`src/rtl/mhd_pkg.sv`:
```
package mhd_pkg;

  // Configuration port geometry
  localparam int CfgIdxW  = 3;
  localparam int CfgDataW = 31;

  // Register indexes on the configuration port
  localparam logic [CfgIdxW-1:0] CFG_MAGIC      = 3'd0;
  localparam logic [CfgIdxW-1:0] CFG_MAJOR      = 3'd1;
  localparam logic [CfgIdxW-1:0] CFG_SET_MARKER = 3'd2;
  localparam logic [CfgIdxW-1:0] CFG_ACK_MARKER = 3'd3;
  localparam logic [CfgIdxW-1:0] CFG_SET_ORDER  = 3'd4;
  localparam logic [CfgIdxW-1:0] CFG_RECV_BUF   = 3'd5;
  localparam logic [CfgIdxW-1:0] CFG_SOCK_BUF   = 3'd6;
  localparam logic [CfgIdxW-1:0] CFG_INIT_BIG   = 3'd7;

  // Width of the acknowledge difference, wide enough to never wrap
  localparam int DiffW = 35;

  localparam logic [30:0] IntMax   = 31'h7FFF_FFFF;
  localparam logic [63:0] Int64Max = 64'h7FFF_FFFF_FFFF_FFFF;

  // Byte order after reset
  localparam logic InitBigEndianReset = 1'b1;

  typedef enum logic [2:0] {
    KIND_HEADER    = 3'd0,
    KIND_PAYLOAD   = 3'd1,
    KIND_DATA_DONE = 3'd2,
    KIND_CTRL_DONE = 3'd3,
    KIND_ERROR     = 3'd4,
    KIND_IGNORED   = 3'd5
  } kind_e;

  typedef struct packed {
    logic [7:0]  magic_value;
    logic [3:0]  major_revision;
    logic [7:0]  set_marker_code;
    logic [7:0]  ack_marker_code;
    logic [7:0]  set_order_code;
    logic [30:0] remote_recv_buffer;
    logic [30:0] remote_socket_buffer;
  } cfg_t;

  localparam cfg_t CfgReset = '{
    magic_value:          8'd202,
    major_revision:       4'd0,
    set_marker_code:      8'd0,
    ack_marker_code:      8'd1,
    set_order_code:       8'd2,
    remote_recv_buffer:   31'd16384,
    remote_socket_buffer: 31'd16384
  };

  typedef struct packed {
    logic [7:0]  rx_byte;
    logic [30:0] tx_total_sent;
    logic        marker_taken;
  } in_item_t;

  typedef struct packed {
    kind_e              kind;
    logic [7:0]         payload_byte;
    logic               last_payload;
    logic [7:0]         command;
    logic [7:0]         version;
    logic signed [31:0] payload_size;
    logic [1:0]         segment_bits;
    logic signed [31:0] pending_marker;
    logic signed [63:0] remote_free_space;
    logic               big_endian;
  } result_t;

  // Word handed from the parser to the back end
  typedef struct packed {
    result_t                res;
    logic                   ack;
    logic signed [DiffW-1:0] ack_diff;
  } mid_t;

endpackage

```
`src/rtl/mhd_fifo.sv`:
```
module mhd_fifo #(
  parameter int Width = 8,
  parameter int Depth = 2
) (
  input  logic             clk_i,
  input  logic             rst_ni,
  input  logic             push_i,
  input  logic [Width-1:0] data_i,
  output logic             full_o,
  input  logic             pop_i,
  output logic [Width-1:0] data_o,
  output logic             empty_o
);

  localparam int PtrW = (Depth > 1) ? $clog2(Depth) : 1;
  localparam int CntW = $clog2(Depth + 1);

  logic [Width-1:0] mem_q [Depth];
  logic [PtrW-1:0]  wr_ptr_q, wr_ptr_d;
  logic [PtrW-1:0]  rd_ptr_q, rd_ptr_d;
  logic [CntW-1:0]  count_q, count_d;
  logic             wr, rd;

  assign full_o  = (count_q == CntW'(Depth));
  assign empty_o = (count_q == '0);
  assign wr      = push_i && !full_o;
  assign rd      = pop_i && !empty_o;
  assign data_o  = mem_q[rd_ptr_q];

  // Advance pointers with wrap and track the fill level
  always_comb begin
    wr_ptr_d = wr_ptr_q;
    rd_ptr_d = rd_ptr_q;
    count_d  = count_q;
    if (wr) begin
      wr_ptr_d = (wr_ptr_q == PtrW'(Depth - 1)) ? '0 : wr_ptr_q + 1'b1;
    end
    if (rd) begin
      rd_ptr_d = (rd_ptr_q == PtrW'(Depth - 1)) ? '0 : rd_ptr_q + 1'b1;
    end
    case ({wr, rd})
      2'b10:   count_d = count_q + 1'b1;
      2'b01:   count_d = count_q - 1'b1;
      default: count_d = count_q;
    endcase
  end

  always_ff @(posedge clk_i or negedge rst_ni) begin
    if (!rst_ni) begin
      wr_ptr_q <= '0;
      rd_ptr_q <= '0;
      count_q  <= '0;
    end else begin
      wr_ptr_q <= wr_ptr_d;
      rd_ptr_q <= rd_ptr_d;
      count_q  <= count_d;
    end
  end

  // Store the incoming word
  always_ff @(posedge clk_i) begin
    if (wr) begin
      mem_q[wr_ptr_q] <= data_i;
    end
  end

  a_count_bound : assert property (@(posedge clk_i) disable iff (!rst_ni)
    count_q <= CntW'(Depth))
    else $error("queue fill level above depth");

endmodule

```
`src/rtl/mhd_front.sv`:
```
module mhd_front import mhd_pkg::*; (
  input  logic     clk_i,
  input  logic     rst_ni,
  input  cfg_t     cfg_i,
  input  logic     order_wr_i,
  input  logic     order_val_i,
  input  logic     item_valid_i,
  input  in_item_t item_i,
  output logic     item_full_o,
  output logic     mid_push_o,
  output mid_t     mid_o,
  input  logic     mid_full_i
);

  // Header byte positions and packet types
  localparam logic [2:0] HDR_MAGIC   = 3'd0;
  localparam logic [2:0] HDR_VERSION = 3'd1;
  localparam logic [2:0] HDR_FLAGS   = 3'd2;
  localparam logic [2:0] HDR_COMMAND = 3'd3;
  localparam logic [2:0] HDR_LAST    = 3'd7;
  localparam logic [3:0] TYPE_DATA   = 4'd0;
  localparam logic [3:0] TYPE_CTRL   = 4'd1;

  typedef enum logic [1:0] {
    PH_HEADER  = 2'd0,
    PH_PAYLOAD = 2'd1,
    PH_CLOSED  = 2'd2
  } phase_e;

  phase_e       phase_q, phase_d;
  logic [2:0]   idx_q, idx_d;
  logic [7:0]   version_q, version_d;
  logic [7:0]   flags_q, flags_d;
  logic [7:0]   command_q, command_d;
  logic [31:0]  size_q, size_d;
  logic [30:0]  left_q, left_d;
  logic [31:0]  marker_q, marker_d;
  logic         order_q, order_d;

  kind_e             kind;
  logic [7:0]        pbyte;
  logic              last;
  logic              do_ack;
  logic              accept;
  logic [7:0]        b;
  logic signed [DiffW-1:0] diff;

  assign b           = item_i.rx_byte;
  assign accept      = item_valid_i && !mid_full_i;
  assign item_full_o = mid_full_i;

  // Parse one byte and work out the next state
  always_comb begin
    phase_d   = phase_q;
    idx_d     = idx_q;
    version_d = version_q;
    flags_d   = flags_q;
    command_d = command_q;
    size_d    = size_q;
    left_d    = left_q;
    marker_d  = item_i.marker_taken ? '0 : marker_q;
    order_d   = order_q;
    kind      = KIND_IGNORED;
    pbyte     = '0;
    last      = 1'b0;
    do_ack    = 1'b0;
    case (phase_q)
      PH_HEADER: begin
        kind = KIND_HEADER;
        case (idx_q)
          HDR_MAGIC: begin
            if (b != cfg_i.magic_value) begin
              kind = KIND_ERROR;
            end else begin
              size_d = '0;
            end
          end
          HDR_VERSION: begin
            version_d = b;
            if (b[7:4] != cfg_i.major_revision) begin
              kind = KIND_ERROR;
            end
          end
          HDR_FLAGS:   flags_d = b;
          HDR_COMMAND: command_d = b;
          default: begin
            if (order_q) begin
              size_d = {size_q[23:0], b};
            end else begin
              size_d = size_q | (32'(b) << {idx_q[1:0], 3'b000});
            end
          end
        endcase
        if (kind == KIND_ERROR) begin
          phase_d = PH_CLOSED;
          idx_d   = '0;
          left_d  = '0;
        end else if (idx_q == HDR_LAST) begin
          idx_d = '0;
          // Act on the complete header
          case (flags_d[3:0])
            TYPE_DATA: begin
              if (size_d[31]) begin
                kind    = KIND_ERROR;
                phase_d = PH_CLOSED;
                left_d  = '0;
              end else begin
                kind    = KIND_DATA_DONE;
                left_d  = size_d[30:0];
                phase_d = (size_d[30:0] != '0) ? PH_PAYLOAD : PH_HEADER;
              end
            end
            TYPE_CTRL: begin
              kind = KIND_CTRL_DONE;
              if (command_d == cfg_i.set_marker_code) begin
                if (marker_d == '0) begin
                  marker_d = size_d;
                end
              end else if (command_d == cfg_i.ack_marker_code) begin
                do_ack = 1'b1;
              end else if (command_d == cfg_i.set_order_code) begin
                order_d = flags_d[7];
              end
            end
            default: begin
              kind    = KIND_ERROR;
              phase_d = PH_CLOSED;
              left_d  = '0;
            end
          endcase
        end else begin
          idx_d = idx_q + 1'b1;
        end
      end
      PH_PAYLOAD: begin
        kind  = KIND_PAYLOAD;
        pbyte = b;
        if (left_q <= 31'd1) begin
          last    = 1'b1;
          left_d  = '0;
          phase_d = PH_HEADER;
        end else begin
          left_d = left_q - 1'b1;
        end
      end
      default: begin
        kind = KIND_IGNORED;
      end
    endcase
  end

  // Raw acknowledge difference: sent count minus signed size plus header length
  assign diff = $signed({4'b0000, item_i.tx_total_sent})
              - $signed({{(DiffW - 32){size_d[31]}}, size_d})
              + DiffW'(8);

  // Build the word for the back end
  always_comb begin
    mid_o.res.kind              = kind;
    mid_o.res.payload_byte      = pbyte;
    mid_o.res.last_payload      = last;
    mid_o.res.command           = command_d;
    mid_o.res.version           = version_d;
    mid_o.res.payload_size      = size_d;
    mid_o.res.segment_bits      = flags_d[5:4];
    mid_o.res.pending_marker    = marker_d;
    mid_o.res.remote_free_space = '0;
    mid_o.res.big_endian        = order_d;
    mid_o.ack                   = do_ack;
    mid_o.ack_diff              = diff;
  end

  assign mid_push_o = accept;

  // Hold parser state, advance on each accepted word unless the byte order is being written
  always_ff @(posedge clk_i or negedge rst_ni) begin
    if (!rst_ni) begin
      phase_q   <= PH_HEADER;
      idx_q     <= '0;
      version_q <= '0;
      flags_q   <= '0;
      command_q <= '0;
      size_q    <= '0;
      left_q    <= '0;
      marker_q  <= '0;
      order_q   <= InitBigEndianReset;
    end else if (order_wr_i) begin
      order_q <= order_val_i;
    end else if (accept) begin
      phase_q   <= phase_d;
      idx_q     <= idx_d;
      version_q <= version_d;
      flags_q   <= flags_d;
      command_q <= command_d;
      size_q    <= size_d;
      left_q    <= left_d;
      marker_q  <= marker_d;
      order_q   <= order_d;
    end
  end

  a_closed_sticks : assert property (@(posedge clk_i) disable iff (!rst_ni)
    phase_q == PH_CLOSED |=> phase_q == PH_CLOSED)
    else $error("parser left the disconnected state");

  a_payload_left : assert property (@(posedge clk_i) disable iff (!rst_ni)
    phase_q == PH_PAYLOAD |-> left_q != '0)
    else $error("payload phase with no bytes left");

  a_idx_in_header : assert property (@(posedge clk_i) disable iff (!rst_ni)
    idx_q != '0 |-> phase_q == PH_HEADER)
    else $error("header index running outside header phase");

endmodule

```
`src/rtl/mhd_back.sv`:
```
module mhd_back import mhd_pkg::*; (
  input  logic    clk_i,
  input  logic    rst_ni,
  input  cfg_t    cfg_i,
  input  logic    mid_empty_i,
  input  mid_t    mid_i,
  output logic    mid_pop_o,
  output logic    empty_o,
  input  logic    pop_i,
  output result_t res_o
);

  logic                     valid_q;
  logic [63:0]              free_q;
  logic [63:0]              free_new;
  result_t                  res_q;
  result_t                  res_new;
  logic                     load;
  logic [31:0]              buf_sum;
  logic signed [DiffW-1:0]  corr;
  logic signed [DiffW-1:0]  fs;

  assign load      = !mid_empty_i && (!valid_q || pop_i);
  assign mid_pop_o = load;
  assign empty_o   = !valid_q;
  assign res_o     = res_q;

  // Fold a negative difference and subtract it from the buffer total
  assign buf_sum = {1'b0, cfg_i.remote_recv_buffer} + {1'b0, cfg_i.remote_socket_buffer};
  assign corr    = mid_i.ack_diff[DiffW-1]
                 ? mid_i.ack_diff + $signed(DiffW'(IntMax))
                 : mid_i.ack_diff;
  assign fs      = $signed(DiffW'(buf_sum)) - corr;
  assign free_new = mid_i.ack ? {{(64 - DiffW){fs[DiffW-1]}}, fs} : free_q;

  always_ff @(posedge clk_i or negedge rst_ni) begin
    if (!rst_ni) begin
      valid_q <= 1'b0;
      free_q  <= Int64Max;
    end else if (load) begin
      valid_q <= 1'b1;
      free_q  <= free_new;
    end else if (pop_i) begin
      valid_q <= 1'b0;
    end
  end

  // Merge the new free space into the result word
  always_comb begin
    res_new                   = mid_i.res;
    res_new.remote_free_space = free_new;
  end

  // Capture the result word
  always_ff @(posedge clk_i) begin
    if (load) begin
      res_q <= res_new;
    end
  end

  a_free_only_on_ack : assert property (@(posedge clk_i) disable iff (!rst_ni)
    !(load && mid_i.ack) |=> $stable(free_q))
    else $error("free space changed without an acknowledge");

endmodule

```
`src/rtl/message_header_deframer.sv`:
```
// Message header deframer: takes one received byte per word and parses
// 8-byte headers (magic, version, flags, command, 32-bit size in the current
// byte order), passes data payload bytes out with the last one marked, and
// acts on control packets (set marker, acknowledge marker, set byte order)
// as their header completes. A bad magic or major version, an unknown packet
// type or a negative data size disconnects; every later byte then returns
// kind "ignored" until reset. Each input word yields exactly one result word.
// Sustained rate is one word per clock on both sides while the result side
// keeps popping; the per-byte header and counter update in the parser sets
// that figure. An accepted word goes into the queue between parser and back
// end, where it waits while the result side stalls, then into the result register.
// Configuration may be written only while no word is in flight.
module message_header_deframer import mhd_pkg::*; #(
  parameter int MidDepth = 2
) (
  input  logic                clk_i,
  input  logic                rst_ni,
  input  logic                push,
  output logic                full,
  input  in_item_t            item_i,
  output logic                empty,
  input  logic                pop,
  output result_t             result_o,
  input  logic                cfg_we_i,
  input  logic [CfgIdxW-1:0]  cfg_idx_i,
  input  logic [CfgDataW-1:0] cfg_data_i
);

  cfg_t cfg_q;
  logic order_wr;
  logic mid_push, mid_full, mid_pop, mid_empty;
  mid_t mid_in, mid_out;

  // Configuration registers
  always_ff @(posedge clk_i or negedge rst_ni) begin
    if (!rst_ni) begin
      cfg_q <= CfgReset;
    end else if (cfg_we_i) begin
      case (cfg_idx_i)
        CFG_MAGIC:      cfg_q.magic_value          <= cfg_data_i[7:0];
        CFG_MAJOR:      cfg_q.major_revision       <= cfg_data_i[3:0];
        CFG_SET_MARKER: cfg_q.set_marker_code      <= cfg_data_i[7:0];
        CFG_ACK_MARKER: cfg_q.ack_marker_code      <= cfg_data_i[7:0];
        CFG_SET_ORDER:  cfg_q.set_order_code       <= cfg_data_i[7:0];
        CFG_RECV_BUF:   cfg_q.remote_recv_buffer   <= cfg_data_i[30:0];
        CFG_SOCK_BUF:   cfg_q.remote_socket_buffer <= cfg_data_i[30:0];
        default: begin
        end
      endcase
    end
  end

  // Writing the initial byte order reloads the live byte order
  assign order_wr = cfg_we_i && (cfg_idx_i == CFG_INIT_BIG);

  mhd_front u_front (
    .clk_i        (clk_i),
    .rst_ni       (rst_ni),
    .cfg_i        (cfg_q),
    .order_wr_i   (order_wr),
    .order_val_i  (cfg_data_i[0]),
    .item_valid_i (push),
    .item_i       (item_i),
    .item_full_o  (full),
    .mid_push_o   (mid_push),
    .mid_o        (mid_in),
    .mid_full_i   (mid_full)
  );

  mhd_fifo #(
    .Width ($bits(mid_t)),
    .Depth (MidDepth)
  ) u_mid_fifo (
    .clk_i   (clk_i),
    .rst_ni  (rst_ni),
    .push_i  (mid_push),
    .data_i  (mid_in),
    .full_o  (mid_full),
    .pop_i   (mid_pop),
    .data_o  (mid_out),
    .empty_o (mid_empty)
  );

  mhd_back u_back (
    .clk_i       (clk_i),
    .rst_ni      (rst_ni),
    .cfg_i       (cfg_q),
    .mid_empty_i (mid_empty),
    .mid_i       (mid_out),
    .mid_pop_o   (mid_pop),
    .empty_o     (empty),
    .pop_i       (pop),
    .res_o       (result_o)
  );

endmodule
```
`config.mk`:
```
export PLATFORM = sky130hd
export DESIGN_NAME = message_header_deframer
export DESIGN_NICKNAME = d
export VERILOG_FILES = /design/src/rtl/mhd_pkg.sv /design/src/rtl/mhd_fifo.sv /design/src/rtl/mhd_front.sv /design/src/rtl/mhd_back.sv /design/src/rtl/message_header_deframer.sv
export SDC_FILE = /design/constraint.sdc
export NUM_CORES = 1
export LEC_CHECK = 0
export BUFFER_PORTS_ARGS = -buffer_cell sky130_fd_sc_hd__buf_2
export CAP_MARGIN = 10
export CORE_MARGIN = 4
export CORE_UTILIZATION = 54
export CTS_CLUSTER_DIAMETER = 200
export CTS_CLUSTER_SIZE = 16
export DETAILED_ROUTE_END_ITERATION = 10
export GPL_TIMING_DRIVEN = 0
export PLACE_DENSITY = 0.73
export SLEW_MARGIN = 25
export SYNTH_ARGS = -nofsm -noshare
export SYNTH_HDL_FRONTEND = slang
export SYNTH_HIERARCHICAL = 1
export SYNTH_SLANG_ARGS = --single-unit
```
`constraint.sdc`:
```
create_clock -name clk_i -period 21 [get_ports clk_i]
set_input_delay 2.1 -clock clk_i [delete_from_list [all_inputs] [get_ports clk_i]]
set_output_delay 2.1 -clock clk_i [all_outputs]
set_load 0.01 [all_outputs]
```
==> results of run 1 <==
==> cells in the final DEF, fill, tap and decap left out, types with 9 or more instances in the layout <==
master / instances
sky130_fd_sc_hd__edfxtp_1: 421
sky130_fd_sc_hd__buf_2: 261
sky130_fd_sc_hd__nand2_1: 261
sky130_fd_sc_hd__dfrtp_1: 219
sky130_fd_sc_hd__mux2_2: 211
sky130_fd_sc_hd__o21ai_0: 202
sky130_fd_sc_hd__nor2_1: 160
sky130_fd_sc_hd__ha_1: 136
sky130_fd_sc_hd__a21oi_1: 115
sky130_fd_sc_hd__clkbuf_1: 114
sky130_fd_sc_hd__inv_1: 110
sky130_fd_sc_hd__xnor2_1: 106
sky130_fd_sc_hd__a21o_1: 90
sky130_fd_sc_hd__mux2_4: 76
sky130_fd_sc_hd__dfstp_2: 72
sky130_fd_sc_hd__clkbuf_16: 50
sky130_fd_sc_hd__xor2_1: 46
sky130_fd_sc_hd__o21ai_1: 34
sky130_fd_sc_hd__nor3_1: 33
sky130_fd_sc_hd__o2bb2ai_1: 32
sky130_fd_sc_hd__a22oi_1: 28
sky130_fd_sc_hd__nand3_1: 26
sky130_fd_sc_hd__nor4_1: 25
sky130_fd_sc_hd__nor2b_1: 23
sky130_fd_sc_hd__o21a_1: 22
sky130_fd_sc_hd__nand2b_1: 22
sky130_fd_sc_hd__nand4_1: 19
sky130_fd_sc_hd__and2_1: 16
sky130_fd_sc_hd__a31oi_1: 15
sky130_fd_sc_hd__o21bai_1: 15
sky130_fd_sc_hd__buf_6: 15
sky130_fd_sc_hd__and3_1: 14
sky130_fd_sc_hd__buf_12: 12
sky130_fd_sc_hd__a211oi_1: 12
sky130_fd_sc_hd__o31ai_1: 12
sky130_fd_sc_hd__o22a_1: 10
sky130_fd_sc_hd__or3_1: 9
sky130_fd_sc_hd__a2bb2oi_1: 9
==> flip-flops by register name, indices dropped and copies added (netlist names) <==
signal / count
u_back/res_o: 159
u_front/flags_q: 7
u_front/order_q: 1
u_front/left_q: 31
u_front/marker_q: 32
u_back/valid_q: 1
u_mid_fifo/wr_ptr_q: 1
u_mid_fifo/mem_q: 262
u_front/phase_q: 2
u_back/free_q: 64
u_mid_fifo/count_q: 2
u_mid_fifo/rd_ptr_q: 1
u_front/idx_q: 3
u_front/command_q: 8
u_front/version_q: 8
cfg_q: 98
u_front/size_q: 32
==> power breakdown <==
| group | switching (mW) | internal (mW) |
|---|---|---|
| sequential | 0.207 | 2.29 |
| clock | 0.476 | 0.453 |
| combinational | 2.35 | 1.58 |
| total | 3.04 | 4.32 |
==> per-stage QoR <==
| stage | instances | utilization, % | hold WS, ns | power (mW) | instance area, µm² |
|---|---|---|---|---|---|
| after CTS | 4073 | 61.0 | 0.462 | 7.35 | 39500 |
| after global placement | 3962 | 58.1 | 0.445 | 6.28 | 37600 |
| after global routing | 4075 | 61.0 | 0.473 | 7.84 | 39500 |
| after floorplan | 2876 | - | 0.438 | 5.27 | 35400 |
| final | 4076 | 61.0 | 0.458 | 7.35 | 39500 |
| after detailed placement | 3979 | 58.8 | 0.448 | 6.39 | 38000 |
==> final timing paths <==
kind,start,to,slack [ns],depth (start not counted)
worst min register to register,u_back/free_q[18],u_back/free_q[18],0.46,2
worst min-delay path,u_back/free_q[18],u_back/free_q[18],0.46,2
max in group asynchronous,rst_ni,cfg_q[93],18.02,4
worst max register to register,u_front/idx_q[0],u_mid_fifo/mem_q[0][34],13.91,23
worst max-delay path,item_i[37],u_mid_fifo/mem_q[0][34],13.18,20
min in group asynchronous,rst_ni,cfg_q[24],1.38,1
==> tightest hold or removal path: stages, from the launching register on <==
cell	delay, ns
sky130_fd_sc_hd__dfstp_2	0.37
sky130_fd_sc_hd__nand2_1	0.05
sky130_fd_sc_hd__nand2_1	0.05
==> routing by layer <==
metal  GRT usage (%)  wire length (µm)  up-vias  part of all wire (%)
li1                -                 -    11100                     -
met1            34.1             37100    12000                    41
met2            42.9             44200      940                    49
met3            3.93              6490      168                   7.2
met4            7.48              2710        0                   3.0
met5               0                 0        -                     0
==> cell type report <==
| type | count | area share [%] |
|---|---|---|
| buffer | 130 | 1.69 |
| clock buffer | 90 | 3.55 |
| timing repair buffer | 249 | 3.93 |
| clock inverter | 4 | 0.108 |
| sequential | 712 | 50.7 |
| multi-input combinational | 1924 | 36.3 |
| antenna | 2 | 0.0127 |
| inverter | 110 | 1.05 |
| tap | 855 | 2.71 |
==> impl_metrics.json, run 1 <==
{
  "outcome": "complete, no violations",
  "startpoint_type": "primary input",
  "worst_skew_pair.late_latency_ns": 0.63,
  "avgRoutedWirePerCell_um": 22.2,
  "detail-route-antenna-nets": 0,
  "number_of_max_cap_violations": 0,
  "synth_area_um2": 35400,
  "netlist_instances": 2876,
  "cts_tree": "built",
  "post-route-min-period_ns": 7.82,
  "power.density_cell_area_nw_per_um2": 186,
  "share_of_post_route_cells_with_drive_strength_above_1_pct": 23.6,
  "timing.critical_path.buf_inv": 2,
  "worst_slew_pin_slew_ns": 1.19,
  "crit_path_cell_trace": "buf_2 > xnor2_1 > nand4_1 > o21ai_1 > o211ai_1 > a22oi_1 > a21o_1 > ha_1 > ha_1 > fa_1 > a211oi_1 > o21bai_1 > and3_1 > nor4b_2 > o211ai_1 > a2111o_1 > a31o_1 > a21oi_1 > xnor2_1 > buf_4",
  "number_of_global_route_vias_before_repair": 24200,
  "syn2layout_area_growth_pct": 11.6,
  "totalNegativeSetupSlack_ns": 0,
  "hold_path_class": "reg2reg",
  "initial_antenna_violation_count": 1,
  "core-area_um2": 64700,
  "multi_input_comb_area_um2": 14300,
  "placement.setup.worst_slack_ns": 12.72,
  "hold_violations": 0,
  "cts.repair_timing.setup_buffer_count": 0,
  "tritoncts_num_sinks": 712,
  "die_h_um": 264,
  "slowest_stage": "sky130_fd_sc_hd__a22oi_1",
  "post_cts.resized_instances": 0,
  "timing.critical_path.fanout_max": 10,
  "maximum_vdd_drop_mv": 0.0985,
  "setup.worst_path.end_class": "register",
  "worst_ep_arrival_time_ns": 8.20,
  "layout_setup_ws_ns": 13.18,
  "p_leak_nw": 16.1,
  "maxSlewHeadroom_pct": 20.7,
  "fin_crit_sh_pct": 37.3,
  "cts-htree-levels": 2,
  "numCtsBuffers": 50,
  "nNetsFinal": 3395,
  "row_count": 93,
  "io_pins": 240,
  "timing.final.setup_violations": 0,
  "fin_skew_ns": 0.0280,
  "drtIter0Drc": 2343,
  "max_freq_mhz": 128,
  "wl_mm": 90.6,
  "setup_repair_after_global_routing_missed_its_margin": "no",
  "critPathTopFamily": "compound AO/OA/AOI/OAI gates",
  "finalMaxSlewViolations": 0,
  "initial_utilization_pct": 54.7,
  "yosys_warnings": 6,
  "gp_routability_congestion": 0.945,
  "cp.required_ns": 21.37,
  "max_stage_delay_ns": 0.84,
  "vias_per_cell": 5.95,
  "grt_pass1_wl_mm": 140,
  "globalRouteTotalUtil_pct": 25.3,
  "grt_start_max_net_pins": 93,
  "cts-root-to-sink-buffers": 3,
  "die_area_um2": 69700,
  "dpl.hpwl_mm": 66.6,
  "drt_first_pass_iters": 5,
  "ctsRootBufferMaster": "sky130_fd_sc_hd__clkbuf_16",
  "seq_area_um2": 20000,
  "die_w_um": 264,
  "holdBufCountCts": 0,
  "synth.net_count": 3094,
  "layout.filler_cells": 5143,
  "drt_drc_violations_left": 0,
  "syn-mean-instance-area_um2": 12.3,
  "port_buffers": 231,
  "worst_setup_hold_path_clk_slew_ns": 0.08,
  "type_of_the_worst_setup_path": "in2reg",
  "total_grt_overflow": 0,
  "route.vias.total": 24300
}
No activity file was read; power rests on OpenSTA's default activity.
==> run 2, diff against run 1 <==
PLACE_DENSITY = 0.76   (was 0.73)
clock period = 6.5 ns   (was 21 ns; I/O delays follow)
==> impl_metrics.json, run 2 (same netlist as run 1, synthesis figures left out) <==
{
  "dpl.hpwl_mm": 67.7,
  "rr_startpoint": "u_front/idx_q[0]",
  "vias_per_cell": 5.98,
  "finalMaxSlewViolations": 0,
  "nNetsFinal": 3395,
  "power_frac_clock_pct": 12.5,
  "timing.critical_path.fanout_max": 10,
  "worst_skew_pair.late_latency_ns": 0.62,
  "post-route-min-period_ns": 6.32,
  "wl_mm": 92.2,
  "worst_setup_hold_path_clk_slew_ns": 0.08,
  "power.density_cell_area_nw_per_um2": 605,
  "timing.final.setup_violations": 0,
  "gp_routability_congestion": 0.934,
  "die_w_um": 264,
  "startpoint_type": "register",
  "p_leak_nw": 16.2,
  "route.vias.total": 24400,
  "most_flop_heavy_register": "u_mid_fifo/mem_q",
  "drt_drc_violations_left": 0,
  "totalPowerFinal_mw": 23.9,
  "total_grt_overflow": 0,
  "cts-htree-levels": 2,
  "fin_crit_sh_pct": 97.2,
  "drtIter0Drc": 2092,
  "numCtsBuffers": 50,
  "outcome": "complete, no violations",
  "globalRouteTotalUtil_pct": 26.0,
  "cp.required_ns": 6.89,
  "row_count": 93,
  "grt_pass1_wl_mm": 143,
  "worst_ep_arrival_time_ns": 6.71,
  "share_of_post_route_cells_with_drive_strength_above_1_pct": 23.9,
  "hold_path_class": "in2reg",
  "layout_common_cells": "421 x sky130_fd_sc_hd__edfxtp_1, 261 x sky130_fd_sc_hd__nand2_1, 259 x sky130_fd_sc_hd__buf_2",
  "setup.worst_path.start": "u_front/idx_q[0]",
  "power_frac_seq_pct": 33.7,
  "grt_start_max_net_pins": 100,
  "hold_violations": 0,
  "fin_skew_ns": 0.0305,
  "cts_tree": "built",
  "setup.worst_path.end_class": "register",
  "ctsRootBufferMaster": "sky130_fd_sc_hd__clkbuf_16",
  "type_of_the_worst_setup_path": "reg2reg",
  "initial_utilization_pct": 54.7,
  "max_freq_mhz": 158,
  "reg2reg_depth": 23,
  "maxSlewHeadroom_pct": 18.8,
  "io_pins": 240,
  "reg2reg_to": "u_mid_fifo/mem_q[0][34]",
  "timing.reg2reg.setup_slack_ns": 0.18,
  "die_h_um": 264,
  "internal_power_mw": 14.0,
  "number_of_max_cap_violations": 0,
  "die_area_um2": 69700,
  "worstSetupEndpoint": "u_mid_fifo/mem_q[0][34]",
  "core-area_um2": 64700,
  "port_buffers": 231,
  "cts-root-to-sink-buffers": 3,
  "switching_power_mw": 9.94,
  "final_common_cell": "sky130_fd_sc_hd__edfxtp_1",
  "avgRoutedWirePerCell_um": 22.6,
  "number_of_global_route_vias_before_repair": 24800,
  "initial_antenna_violation_count": 2,
  "setup_repair_after_global_routing_missed_its_margin": "no",
  "detail-route-antenna-nets": 0,
  "largest_register_ff_count": 262,
  "comb_power_share_pct": 53.8,
  "worst_slew_pin_slew_ns": 1.22,
  "drt_first_pass_iters": 7,
  "post-route-util_pct": 61.2,
  "syn2layout_area_growth_pct": 11.8,
  "maximum_vdd_drop_mv": 0.333,
  "tritoncts_num_sinks": 712,
  "p_sw_share_pct": 41.5
}
run 2: cell count changes in the layout (fill, tap and decap cells not counted), sizes merged:
cell	delta
dlygate4sd3	+1
clkinv	+1
inv	-2
buf	-3
diode	+1
run 2: layout make-up:
type	instances	area, µm²
Antenna cell	3	7.51
Clock inverter	3	41.3
Clock buffer	88	1420
Multi-Input combinational cell	1924	14400
Buffer	130	679
Tap cell	855	1070
Fill cell	5116	25100
Inverter	110	413
Timing Repair Buffer	249	1560
Sequential cell	712	20000
run 2: worst min path at each step:
| stage | to | slack [ns] | cells after the start | startpoint |
|---|---|---|---|---|
| 6_report | cfg_q[51] | 0.27 | 2 | cfg_data_i[20] |
| 5_1_grt | cfg_q[20] | 0.25 | 2 | cfg_data_i[20] |
| 4_1_cts | cfg_q[51] | 0.24 | 2 | cfg_data_i[20] |
| 3_5_place_dp | u_back/free_q[5] | 0.45 | 2 | u_back/free_q[5] |
| 3_3_place_gp | u_back/free_q[18] | 0.45 | 2 | u_back/free_q[18] |
| 2_1_floorplan | cfg_q[0] | 0.35 | 0 | rst_ni |
run 2: per-stage QoR:
step / instance area (µm²) / cells / setup slack (ns) / hold WS (ns) / TNS, ns
2_1_floorplan: 35400 / 2876 / 0.341 / 0.354 / 0
3_3_place_gp: 37600 / 3962 / -2.19 / 0.445 / -492.91
3_5_place_dp: 38000 / 3977 / -0.398 / 0.450 / -1.41
4_1_cts: 39500 / 4071 / 0.0415 / 0.237 / 0
5_1_grt: 39600 / 4071 / 0.00843 / 0.254 / 0
6_report: 39600 / 4074 / 0.182 / 0.273 / 0
run 2: timing repair:
action | CTS | global route
resized for setup | 3 | 11
endpoints found under the setup margin | 6 | 28
setup buffers | 2 | 0
pin swaps | 2 | 0
hold buffers | 1 | 0
endpoints found under the hold margin | 49 | 0
run 2: metal layers:
metal,global-route usage [%],part of all wire (%),vias to the layer above
met5,0,0,-
met2,44.4,49,882
met1,34.8,41,12200
met3,3.78,6.7,158
li1,-,-,11100
met4,7.67,3.1,0
run 2: critical path, stage by stage, from the launching register on:
cell	delay, ns
sky130_fd_sc_hd__dfrtp_1	0.46
sky130_fd_sc_hd__ha_1	0.27
sky130_fd_sc_hd__ha_1	0.27
sky130_fd_sc_hd__buf_4	0.22
sky130_fd_sc_hd__o21bai_1	0.17
sky130_fd_sc_hd__inv_1	0.10
sky130_fd_sc_hd__nand2_2	0.17
sky130_fd_sc_hd__clkbuf_4	0.28
sky130_fd_sc_hd__buf_2	0.23
sky130_fd_sc_hd__a22oi_1	0.68
sky130_fd_sc_hd__a21o_1	0.26
sky130_fd_sc_hd__ha_1	0.24
sky130_fd_sc_hd__ha_1	0.27
sky130_fd_sc_hd__clkbuf_1	0.20
sky130_fd_sc_hd__a21oi_1	0.19
sky130_fd_sc_hd__o21ai_0	0.18
sky130_fd_sc_hd__a211oi_1	0.28
sky130_fd_sc_hd__nor4b_4	0.32
sky130_fd_sc_hd__o211ai_1	0.18
sky130_fd_sc_hd__a2111o_1	0.42
sky130_fd_sc_hd__a31o_1	0.23
sky130_fd_sc_hd__a21oi_1	0.18
sky130_fd_sc_hd__xnor2_1	0.13
sky130_fd_sc_hd__buf_4	0.16
run 2: power by group through the flow:
| stage | registers (mW) | logic (mW) | clock network (mW) |
|---|---|---|---|
| 2_1_floorplan | 8.34 | 8.67 | 0 |
| 3_3_place_gp | 8.27 | 12.1 | 0 |
| 3_5_place_dp | 8.14 | 12.6 | 0 |
| 4_1_cts | 8.06 | 12.7 | 3.08 |
| 5_1_grt | 8.22 | 14.0 | 3.26 |
| 6_report | 8.06 | 12.9 | 3.00 |
